`src/hw/rtl/berp_pkg.sv`:
```
// package for the buffer event record parser
// holds transaction types, action and status codes, record layout constants
// no dependencies
package berp_pkg;

   // default number of buffers in the rotation
   localparam int NUM_BUFFERS_DEFAULT = 3;

   // record layout
   localparam int POS_W = 5;
   localparam logic [POS_W-1:0] PREFIX_LEN = 5'd9;
   localparam logic [POS_W-1:0] DIGIT_POS  = 5'd9;
   localparam logic [POS_W-1:0] L_POS      = 5'd10;
   localparam logic [POS_W-1:0] LAST_POS   = 5'd18;

   // ascii characters
   localparam logic [7:0] CHAR_ZERO = 8'h30;
   localparam logic [7:0] CHAR_NINE = 8'h39;
   localparam logic [7:0] CHAR_A    = 8'h61;
   localparam logic [7:0] CHAR_F    = 8'h66;
   localparam logic [7:0] CHAR_L    = 8'h4c;

   typedef enum logic [1:0] {
      ACT_RECORD = 2'd0,
      ACT_DATA   = 2'd1,
      ACT_START  = 2'd2
   } action_type;

   typedef enum logic [2:0] {
      ST_OK           = 3'd0,
      ST_NOT_EVENT    = 3'd1,
      ST_BAD_HEX      = 3'd2,
      ST_MISSING_L    = 3'd3,
      ST_OUT_OF_ORDER = 3'd4,
      ST_BAD_INDEX    = 3'd5
   } status_type;

   typedef struct packed {
      logic [1:0] action;
      logic [7:0] byte_value;
   } req_type;

   typedef struct packed {
      logic        record_done;
      logic [2:0]  record_status;
      logic [1:0]  event_buffer;
      logic [31:0] event_length;
      logic [31:0] compressed_total;
      logic [31:0] uncompressed_total;
      logic        error_latched;
   } rsp_type;

   // handshake between input stage and engine
   typedef struct packed {
      logic valid;
      logic advance;
   } stage_ctl_type;

   // expected prefix character at a record position below PREFIX_LEN
   function automatic logic [7:0] prefix_char(input logic [3:0] idx);
      logic [7:0] c;
      case (idx)
         4'd0:    c = 8'h44; // D
         4'd1:    c = 8'h4d; // M
         4'd2:    c = 8'h41; // A
         4'd3:    c = 8'h32; // 2
         4'd4:    c = 8'h44; // D
         4'd5:    c = 8'h44; // D
         4'd6:    c = 8'h52; // R
         4'd7:    c = 8'h2d; // -
         4'd8:    c = 8'h42; // B
         default: c = 8'h00;
      endcase
      return c;
   endfunction

endpackage

```
`src/hw/rtl/berp_in_stage.sv`:
```
// input register stage of the buffer event record parser
// holds one accepted transaction until the engine can take it
// depends on berp_pkg
module berp_in_stage
   import berp_pkg::*;
(
   input  logic          clock,
   input  logic          reset,
   input  logic          req_valid,
   output logic          req_ready,
   input  req_type       req_data,
   input  logic          advance,
   output stage_ctl_type ctl,
   output req_type       item
);

   logic    valid_ff, valid_in;
   req_type item_ff, item_in;

   // free when empty or when the held transaction moves on this cycle
   assign req_ready = !valid_ff || advance;

   // next state of the holding register
   always_comb begin
      valid_in = valid_ff;
      item_in  = item_ff;
      if (req_ready) begin
         valid_in = req_valid;
         if (req_valid) begin
            item_in = req_data;
         end
      end
   end

   always_ff @(posedge clock) begin
      if (reset) begin
         valid_ff <= 1'b0;
      end else begin
         valid_ff <= valid_in;
      end
   end

   always_ff @(posedge clock) begin
      item_ff <= item_in;
   end

   assign ctl.valid   = valid_ff;
   assign ctl.advance = advance;
   assign item        = item_ff;

endmodule

```
`src/hw/rtl/berp_engine.sv`:
```
// record parsing engine of the buffer event record parser
// holds the parse state and totals and forms the result of one transaction
// depends on berp_pkg
module berp_engine
   import berp_pkg::*;
#(
   parameter int NUM_BUFFERS = NUM_BUFFERS_DEFAULT
) (
   input  logic          clock,
   input  logic          reset,
   input  stage_ctl_type ctl,
   input  req_type       item,
   output rsp_type       result
);

   localparam int BUF_W = (NUM_BUFFERS > 1) ? $clog2(NUM_BUFFERS) : 1;
   localparam logic [BUF_W-1:0] LAST_BUF  = BUF_W'(NUM_BUFFERS - 1);
   localparam logic [7:0]       DIGIT_MAX = 8'(32'(CHAR_ZERO) + NUM_BUFFERS - 1);

   logic [POS_W-1:0] pos_ff, pos_in;
   status_type       status_ff, status_in;
   logic [BUF_W-1:0] parsed_ff, parsed_in;
   logic [31:0]      len_ff, len_in;
   logic [BUF_W-1:0] expected_ff, expected_in;
   logic [31:0]      comp_ff, comp_in;
   logic [31:0]      uncomp_ff, uncomp_in;
   logic             err_ff, err_in;

   logic             fire;
   logic [7:0]       b;
   status_type       st_base;
   logic [BUF_W-1:0] buf_base;
   logic [31:0]      len_base;
   logic [7:0]       digit8;
   logic [3:0]       nibble;
   logic             hex_ok;
   logic             last;
   logic [BUF_W+1:0] buf_ext;

   assign fire = ctl.valid && ctl.advance;
   assign b    = item.byte_value;

   // a record restarts its per-record state at byte one
   assign st_base  = (pos_ff == '0) ? ST_OK : status_ff;
   assign buf_base = (pos_ff == '0) ? '0 : parsed_ff;
   assign len_base = (pos_ff == '0) ? '0 : len_ff;
   assign last     = (pos_ff >= LAST_POS);
   assign digit8   = b - CHAR_ZERO;

   // hex digit decode
   always_comb begin
      hex_ok = 1'b1;
      nibble = b[3:0];
      if (b inside {[CHAR_ZERO:CHAR_NINE]}) begin
         nibble = b[3:0];
      end else if (b inside {[CHAR_A:CHAR_F]}) begin
         nibble = 4'(b[3:0] + 4'd9);
      end else begin
         hex_ok = 1'b0;
      end
   end

   // next state and result
   always_comb begin
      pos_in      = pos_ff;
      status_in   = status_ff;
      parsed_in   = parsed_ff;
      len_in      = len_ff;
      expected_in = expected_ff;
      comp_in     = comp_ff;
      uncomp_in   = uncomp_ff;
      err_in      = err_ff;
      buf_ext     = '0;

      result.record_done   = 1'b0;
      result.record_status = ST_OK;
      result.event_buffer  = 2'd0;
      result.event_length  = '0;

      case (action_type'(item.action))
         ACT_RECORD: begin
            status_in = st_base;
            parsed_in = buf_base;
            len_in    = len_base;
            // check this byte unless the record already failed
            if (st_base == ST_OK) begin
               if (pos_ff < PREFIX_LEN) begin
                  if (b != prefix_char(pos_ff[3:0])) begin
                     status_in = ST_NOT_EVENT;
                  end
               end else if (pos_ff == DIGIT_POS) begin
                  if (b < CHAR_ZERO || b > DIGIT_MAX) begin
                     status_in = ST_BAD_INDEX;
                  end else begin
                     parsed_in = digit8[BUF_W-1:0];
                     if (digit8[BUF_W-1:0] != expected_ff) begin
                        status_in = ST_OUT_OF_ORDER;
                     end
                  end
               end else if (pos_ff == L_POS) begin
                  if (b != CHAR_L) begin
                     status_in = ST_MISSING_L;
                  end
               end else if (!hex_ok) begin
                  status_in = ST_BAD_HEX;
               end else begin
                  len_in = {len_base[27:0], nibble};
               end
            end
            // buffer index widened so it can be cut to the two result bits
            buf_ext = {2'b00, parsed_in};
            // record end
            if (last) begin
               pos_in                = '0;
               result.record_done    = 1'b1;
               result.record_status  = status_in;
               result.event_buffer   = buf_ext[1:0];
               if (status_in == ST_OK) begin
                  result.event_length = len_in;
                  comp_in             = comp_ff + len_in;
                  expected_in         = (expected_ff == LAST_BUF) ? '0
                                        : BUF_W'(expected_ff + 1'b1);
               end else if (status_in != ST_NOT_EVENT) begin
                  err_in = 1'b1;
               end
            end else begin
               pos_in = POS_W'(pos_ff + 1'b1);
            end
         end
         ACT_DATA: begin
            uncomp_in = uncomp_ff + 32'(b[7:5]) + 32'd1;
         end
         ACT_START: begin
            comp_in     = '0;
            uncomp_in   = '0;
            expected_in = '0;
            pos_in      = '0;
            status_in   = ST_OK;
            parsed_in   = '0;
            len_in      = '0;
         end
         default: begin
         end
      endcase

      result.compressed_total   = comp_in;
      result.uncompressed_total = uncomp_in;
      result.error_latched      = err_in;
   end

   always_ff @(posedge clock) begin
      if (reset) begin
         pos_ff      <= '0;
         status_ff   <= ST_OK;
         parsed_ff   <= '0;
         len_ff      <= '0;
         expected_ff <= '0;
         comp_ff     <= '0;
         uncomp_ff   <= '0;
         err_ff      <= 1'b0;
      end else if (fire) begin
         pos_ff      <= pos_in;
         status_ff   <= status_in;
         parsed_ff   <= parsed_in;
         len_ff      <= len_in;
         expected_ff <= expected_in;
         comp_ff     <= comp_in;
         uncomp_ff   <= uncomp_in;
         err_ff      <= err_in;
      end
   end

endmodule

```
`src/hw/rtl/buffer_event_record_parser_core.sv`:
```
// Buffer event record parser, top level.
// Input channel req_*: one byte per transaction, with an action code: record
// byte, compressed data byte or start of session. Records are 19 ascii bytes
// "DMA2DDR-B", a buffer digit, 'L' and eight lowercase hex digits.
// Result channel rsp_*: exactly one result per input transaction, in order,
// carrying record completion and status, the buffer and length of a finished
// record, both running totals and the latched error flag.
// An accepted transaction is held in the input register; its result is loaded
// into the result register once that register is empty or being drained.
// Throughput: one transaction per cycle while results are taken, set by the
// single pass of the parse logic between the input register and the result register.
// When the receiver stalls, the result register holds and the input register
// still takes one more transaction; req_ready drops only when both are full.
// Reset (synchronous, active high) clears parse state, totals, expected
// buffer, error flag and both valid flags.
// depends on berp_pkg, berp_in_stage, berp_engine
module buffer_event_record_parser_core
   import berp_pkg::*;
#(
   parameter int NUM_BUFFERS = NUM_BUFFERS_DEFAULT
) (
   input  logic    clock,
   input  logic    reset,
   input  logic    req_valid,
   output logic    req_ready,
   input  req_type req_data,
   output logic    rsp_valid,
   input  logic    rsp_ready,
   output rsp_type rsp_data
);

   logic          advance;
   stage_ctl_type ctl;
   req_type       item;
   rsp_type       result;
   logic          rsp_valid_ff, rsp_valid_in;
   rsp_type       rsp_data_ff, rsp_data_in;

   // result register can load when empty or being drained
   assign advance = !rsp_valid_ff || rsp_ready;

   berp_in_stage u_in_stage (
      .clock     (clock),
      .reset     (reset),
      .req_valid (req_valid),
      .req_ready (req_ready),
      .req_data  (req_data),
      .advance   (advance),
      .ctl       (ctl),
      .item      (item)
   );

   berp_engine #(
      .NUM_BUFFERS (NUM_BUFFERS)
   ) u_engine (
      .clock  (clock),
      .reset  (reset),
      .ctl    (ctl),
      .item   (item),
      .result (result)
   );

   // result register
   always_comb begin
      rsp_valid_in = rsp_valid_ff;
      rsp_data_in  = rsp_data_ff;
      if (advance) begin
         rsp_valid_in = ctl.valid;
         if (ctl.valid) begin
            rsp_data_in = result;
         end
      end
   end

   always_ff @(posedge clock) begin
      if (reset) begin
         rsp_valid_ff <= 1'b0;
      end else begin
         rsp_valid_ff <= rsp_valid_in;
      end
   end

   always_ff @(posedge clock) begin
      rsp_data_ff <= rsp_data_in;
   end

   assign rsp_valid = rsp_valid_ff;
   assign rsp_data  = rsp_data_ff;

endmodule

```
`config.mk`:
```
export PLATFORM = sky130hd
export DESIGN_NAME = buffer_event_record_parser_core
export DESIGN_NICKNAME = d
export VERILOG_FILES = /design/src/hw/rtl/berp_pkg.sv /design/src/hw/rtl/berp_in_stage.sv /design/src/hw/rtl/berp_engine.sv /design/src/hw/rtl/buffer_event_record_parser_core.sv
export SDC_FILE = /design/constraint.sdc
export NUM_CORES = 1
export LEC_CHECK = 0
export ABC_CLOCK_PERIOD_IN_PS = 4640
export CORE_ASPECT_RATIO = 1.2
export CORE_UTILIZATION = 35
export CTS_BUF_LIST = sky130_fd_sc_hd__clkbuf_4 sky130_fd_sc_hd__clkbuf_8
export CTS_CLUSTER_SIZE = 8
export DETAILED_ROUTE_END_ITERATION = 12
export DONT_BUFFER_PORTS = 1
export RECOVER_POWER = 100
export SYNTH_ARGS = -nofsm -noshare
export SYNTH_HDL_FRONTEND = slang
export SYNTH_SLANG_ARGS = --single-unit
export TNS_END_PERCENT = 50
```
`constraint.sdc`:
```
create_clock -name clock -period 4.64 [get_ports clock]
set_input_delay 0.464 -clock clock [delete_from_list [all_inputs] [get_ports clock]]
set_output_delay 0.464 -clock clock [all_outputs]
set_load 0.02 [all_outputs]
```
==> impl_metrics.yaml, run 1 <==
global_routing:
  grt-ovfl-total: 0
  grt_pass1_vias: 9086
  antenna_found_initial: 0
  grt_max_degree: 104
  grt_usage_pct: 17.98
  grt_first_pass_wirelength_um: 49180
clocking:
  h-tree-depth: 2
  tritoncts: "done"
  root_buffer: "clkbuf_8"
  clockBufferDepth: 3
  numCtsBuffers: 42
  cts.clk_slew.worst_paths_ns: 0.06
  clock_latency_ns: 0.57
  clkSinkCount: 231
worst_setup_path:
  max_stage_delay_ns: 0.47
  crit_path_max_fanout: 7
  rr_worst_depth: 17
  end_kind: "flip-flop"
  reg2reg_to: "rsp_data[55]"
  r2r_setup_slack_ns: 0.16
  crit_family: "compound AO/OA/AOI/OAI gates"
  worst_ep_required_time_ns: 4.92
  crit_top_cell: "a21oi_1"
  cp_num_buf_inv: 3
  critPathArrivalTime_ns: 4.77
  slowest_stage: "edfxtp_1"
  timing.rr.start: "u_in_stage.item[4]"
  worstSetupPathType: "flip-flop to flip-flop"
  path_cells: "a221oi_2, o2111ai_4, a2111oi_4, buf_6, buf_12, mux2i_4, nor2_1, ha_1, a21o_1, a2111oi_2, o21ai_1, buf_4, nand4_1, a21oi_1, or3b_4, nand3b_1, a21oi_1"
  worst-path-stages: 17
  start_kind: "flip-flop"
pwr:
  p_leak_uw: 0.005011
  ir_drop_mv: 0.1945
  p_total_uw: 4597
  powerDensity_mw_per_mm2: 324.9
route:
  vias: 9399
  antenna_left: 0
  drt_iter0_markers: 594
  avgRoutedWirePerCell_um: 17.62
  drtPass1Iterations: 5
  drt-total-wl_um: 31380
  drc: 0
  via_per_inst: 5.277
timing:
  worstMarginPinSlew_ns: 2.014
  max_slew_margin_pct: -37.72
  final.period_utilization_pct: 96.65
  finalSetupViolations: 0
  rsz0062_at_grt: "yes"
  slew_viol_final: 7
  max_freq_ghz: 0.2230
  skew_ns: 0.04055
  fin_crit_ns: 4.485
  report.final.hold_viol_count: 0
outcome:
  violations: "capacitance limit, slew limit"
  status: "finished, violations left"
synth:
  synth_mux_area_share_pct: 3.458
  synth-simple-area-share_pct: 19.29
  synthesis.area_mm2: 0.01190
  synth_xor_area_share_pct: 4.783
  avgSynthCellArea_um2: 9.599
  yosysUniqueCellTypes: 80
  synth-adder-area-share_pct: 5.697
  ys_warn_count: 0
  synth_compound_area_share_pct: 14.64
  ys_seq_elements: 231
  syn_nets: 1307
  synth_cells: 1240
  yosys-top-cells-area: "edfxtp_1 (29%), dfxtp_1 (20%), ha_1 (5.4%)"
  synth_edf_count: 113
  ys.flop_type: "dfxtp_1"
  yosysSeqAreaShare_pct: 48.35
  synth_top_area_share_pct: 28.51
  synth_top_family_by_area: "simple AND/OR/NAND/NOR gates"
  yosysTopAreaCell: "edfxtp_1"
  async_reset_ff_share_pct: 0
placed_design:
  gp_congestion: 0.8779
  port_buffers: 0
  place_inst: 1676
  hpwl_um: 20740
layout:
  area_delta_synth_final_pct: 18.87
  drive_gt1_share_pct: 16.23
  diodes: 0
  fin_util_pct: 42.44
  fill_cells: 3188
  fin_nets: 1366
  final_cells: 1781
floorplan:
  coreArea_mm2: 0.03334
  dieWidth_um: 170.3
  die_h_um: 204.0
  start_util_pct: 35.70
  die_area_mm2: 0.03475
  boundaryPins: 119
  row_count: 73
min_path:
  worstHoldStart: "reset"
  hold_end: "u_engine.comp_ff[8]"
  hold_path_class: "primary input to flip-flop"
  holdPathStages: 2
run:
  cap_violations: 1
==> per-stage QoR <==
stage                       TNS, ns  hold slack [ns]  instance area (um2)  worst slack [ns]
final                             0          0.09267                14150            0.1552
after global placement            0           0.4612                12620            0.1206
after detailed placement  -0.009202           0.4680                12620         -0.009202
after global routing        -0.2693          0.05677                14150          -0.06030
after CTS                         0          0.04495                13760           0.01211
after floorplan            -0.01189           0.4485                11920          -0.01189
==> synthesized netlist by cell type (all sizes together) (38+ instances only) <==
cell	number
a22oi	44
nor3	49
clkbuf	52
a21oi	93
edfxtp	113
ha	51
nor2	170
nand2	131
mux2i	40
dfxtp	118
o21ai	38
xor2	40
==> worst register-to-register path: cells and delay by family, from the launching register on <==
family          cells  cell delay (ns)
mux                 1             0.24
compound gates      8             1.88
buf+inv             3             0.53
fa+ha+maj           1             0.37
flops               1             0.47
simple gates        4             0.71
==> sequential cells by signal, indices dropped and copies added, names as in the netlist, 2 cells and up, named ones only <==
signal / flops
rsp_data: 103
u_engine.expected_ff: 2
u_engine.uncomp_ff: 32
u_engine.comp_ff: 32
u_engine.len_ff: 32
u_engine.pos_ff: 5
u_engine.status_ff: 3
u_in_stage.item: 10
u_engine.parsed_ff: 2
==> worst max path at each step <==
stage / startpoint / endpoint / slack [ns]
after floorplan: u_in_stage.item[0] / rsp_data[55] / -0.01
after global placement: u_in_stage.item[1] / u_engine.comp_ff[31] / 0.12
after detailed placement: u_in_stage.item[1] / u_engine.comp_ff[31] / -0.009
after CTS: u_in_stage.item[0] / u_engine.comp_ff[31] / 0.01
after global routing: u_in_stage.item[1] / u_engine.comp_ff[31] / -0.06
final: u_in_stage.item[4] / rsp_data[55] / 0.16
==> cell usage in the layout, fill, tap and decap left out, drive strengths merged, types with 4 or more instances in the layout <==
cell type and instances:
a211oi 9, a21o 17, a21oi 93, a22oi 44
a311oi 4, a31oi 9, and2 5, and3 10
and4 4, buf 75, bufinv 4, clkbuf 63
clkinv 10, dfxtp 118, dlygate4sd3 12, edfxtp 113
ha 51, inv 28, mux2i 40, nand2 131
nand2b 5, nand3 28, nand3b 10, nand4 16
nor2 170, nor2b 16, nor3 49, nor4 4
o2111ai 4, o211ai 6, o21ai 38, o21bai 6
o31ai 6, or3 15, xnor2 25, xor2 40
==> final cells by class <==
cell class / count / area [um2] / area share, %
Clock buffer: 61 / 745.7 / 5.271
Multi-Input combinational cell: 907 / 6011 / 42.48
Sequential cell: 231 / 5756 / 40.68
Timing Repair Buffer: 89 / 792.0 / 5.598
Tap cell: 450 / 563.0 / 3.979
Inverter: 28 / 110.1 / 0.7782
Clock inverter: 15 / 171.4 / 1.212
==> routing by layer <==
layer	track usage [%]	share of wire (%)
met3	3.428	4.1
met4	7.304	3.0
met5	0	0
met2	31.24	50
met1	21.69	43
==> cell families after synthesis <==
logic type,after synthesis
buffers and inverters,102
AND/OR/NAND/NOR,483
XOR/XNOR,65
flip-flops,231
AO/OA/AOI/OAI,265
multiplexers,41
adder cells (fa/ha/maj),53
==> what timing repair did <==
action | in CTS | in global routing
gates cloned | 1 | 1
pin swaps | 6 | 22
endpoints found under the setup margin | 4 | 37
hold buffers | 13 | 0
endpoints found under the hold margin | 113 | 0
resized for setup | 3 | 73
buffers inserted | 4 | 10
==> power by group <==
group | total (uW) | leakage, uW | internal, uW | switching, uW
Sequential | 2290 | 0.00196 | 2200 | 86.8
Clock | 2110 | 0.000484 | 1250 | 856
Combinational | 200 | 0.00257 | 55.5 | 145
Total | 4600 | 0.00501 | 3510 | 1090
Power figures use the tool's default switching activity.
==> run 2, diff against run 1 <==
Settings changed: CTS_BUF_LIST sky130_fd_sc_hd__clkbuf_4 sky130_fd_sc_hd__clkbuf_8 to sky130_fd_sc_hd__clkbuf_16.
==> impl_metrics.yaml, run 2 (synthesis gave the netlist of run 1 again) <==
worst_setup_path:
  crit_path_max_fanout: 12
  end_kind: "flip-flop"
  start_kind: "flip-flop"
  reg2reg_to: "rsp_data[63]"
  r2r_setup_slack_ns: 0.18
  rr_worst_depth: 16
  worstSetupPathType: "flip-flop to flip-flop"
  critPathArrivalTime_ns: 4.69
  timing.rr.start: "u_in_stage.item[4]"
  worst_ep_required_time_ns: 4.87
pwr:
  intPower_uw: 3673
  power.share.clock_pct: 48.7
  switchingPower_uw: 1123
  p_leak_uw: 0.005021
  powerDensity_mw_per_mm2: 342.3
  comb_power_share_pct: 3.5
  ir_drop_mv: 0.2136
  switching_share_pct: 23.41
  p_seq_share_pct: 47.7
floorplan:
  boundaryPins: 119
  dieWidth_um: 170.3
  row_count: 73
  start_util_pct: 35.70
  die_h_um: 204.0
  die_area_mm2: 0.03475
  coreArea_mm2: 0.03334
route:
  drt_iter0_markers: 660
  avgRoutedWirePerCell_um: 17.77
  route.met3.wl_um: 1333
  wl_met1_um: 13240
  via_per_inst: 5.321
  drtPass1Iterations: 5
  drc: 0
  drt-total-wl_um: 31100
  antenna_left: 0
  wl_met2_um: 15480
  top_layer: "met4"
  vias: 9311
layout:
  layout_common_cells: "nor2_1 (168), nand2_1 (130), dfxtp_1 (118)"
  largest_reg_flops: 103
  final_common_cell: "nor2_1"
  fin_nets: 1342
  drive_gt1_share_pct: 13.00
  final_cells: 1750
  area_delta_synth_final_pct: 17.72
  diodes: 0
timing:
  max_slew_margin_pct: 41.53
  holdWs_ns: 0.04977
  rsz0062_at_grt: "yes"
  worstMarginPinSlew_ns: 0.8771
  max_freq_ghz: 0.2244
  final.period_utilization_pct: 96.04
  fin_crit_ns: 4.456
  slew_viol_final: 0
  skew_ns: 0.01700
  report.final.hold_viol_count: 0
  finalSetupViolations: 0
  setup_tns_ns: 0
outcome:
  status: "finished, final reports clean"
placed_design:
  port_buffers: 0
  gp_congestion: 0.8779
  place_inst: 1676
  hpwl_um: 20740
global_routing:
  grt_usage_pct: 17.86
  grt_pass1_vias: 8923
  grt-ovfl-total: 0
  grt_first_pass_wirelength_um: 48710
  grt_max_degree: 123
  antenna_found_initial: 0
min_path:
  holdPathStages: 1
  hold_path_class: "primary input to flip-flop"
  worstHoldStart: "reset"
  hold_end: "u_engine.err_ff"
run:
  cap_violations: 0
clocking:
  tritoncts: "done"
  clkSinkCount: 231
  clock_latency_ns: 0.51
  h-tree-depth: 2
  cts.clk_slew.worst_paths_ns: 0.05
  clockBufferDepth: 3
  root_buffer: "clkbuf_16"
  ctsHoldBuffers: 0
  numCtsBuffers: 35
run 2: area by class of cell:
type / count / area, um2
timing repair buffer: 72 / 595.6
tap: 450 / 563.0
clock buffer: 37 / 925.9
multi-input combinational: 907 / 5952
clock inverter: 25 / 110.1
sequential: 231 / 5756
inverter: 28 / 110.1
fill: 3186 / 19330
run 2: repair_timing:
action                                 in CTS  in global routing
setup buffers                               4                  6
setup endpoints to repair                   1                 34
pin swaps                                   6                 16
endpoints found under the hold margin       0                  0
gates resized for setup                     3                 52
gates cloned                                1                  1
run 2: worst max path at each step:
stage,start,to,slack (ns),cells past startpoint
global placement,u_in_stage.item[1],u_engine.comp_ff[31],0.12,18
global route,u_in_stage.item[1],u_engine.comp_ff[31],-0.1,18
floorplan,u_in_stage.item[0],rsp_data[55],-0.01,19
finish,u_in_stage.item[4],rsp_data[63],0.18,16
detailed placement,u_in_stage.item[1],u_engine.comp_ff[31],-0.009,18
CTS,u_in_stage.item[0],u_engine.comp_ff[31],0.03,17
run 2: per-stage QoR:
step	total power, uW	area, um2	worst slack (ns)	utilization [%]
after global placement	2500	12620	0.1206	37.87
after CTS	4873	13730	0.02712	41.20
after global routing	4973	14010	-0.09644	42.03
final	4796	14010	0.1836	42.03
after detailed placement	2501	12620	-0.009202	37.87
after floorplan	2458	11920	-0.01189	-
run 2: metal layers:
layer,vias up,GRT usage (%)
met4,0,7.239
met1,4492,21.35
li1,4561,-
met3,58,3.369
met2,200,31.28
met5,-,0
run 2: power by group through the flow:
stage	clock, uW	sequential, uW	combinational, uW
6_report	2340	2290	170
5_1_grt	2490	2290	191
4_1_cts	2410	2290	172
3_5_place_dp	0	2330	171
3_3_place_gp	0	2330	169
2_1_floorplan	0	2320	135
run 2: worst max-delay path, stage by stage (launching register included):
cell and delay [ns]:
edfxtp_1 0.46, a221oi_2 0.38, o2111ai_4 0.19, a2111oi_4 0.40, buf_6 0.19, bufbuf_16 0.30, mux2i_4 0.23, nor2_1 0.08
ha_1 0.39, a21o_1 0.22, a21oi_1 0.19, o21ai_2 0.10, a221oi_4 0.32, a31o_2 0.28, o31a_1 0.21, xor2_1 0.15
o21ai_0 0.10
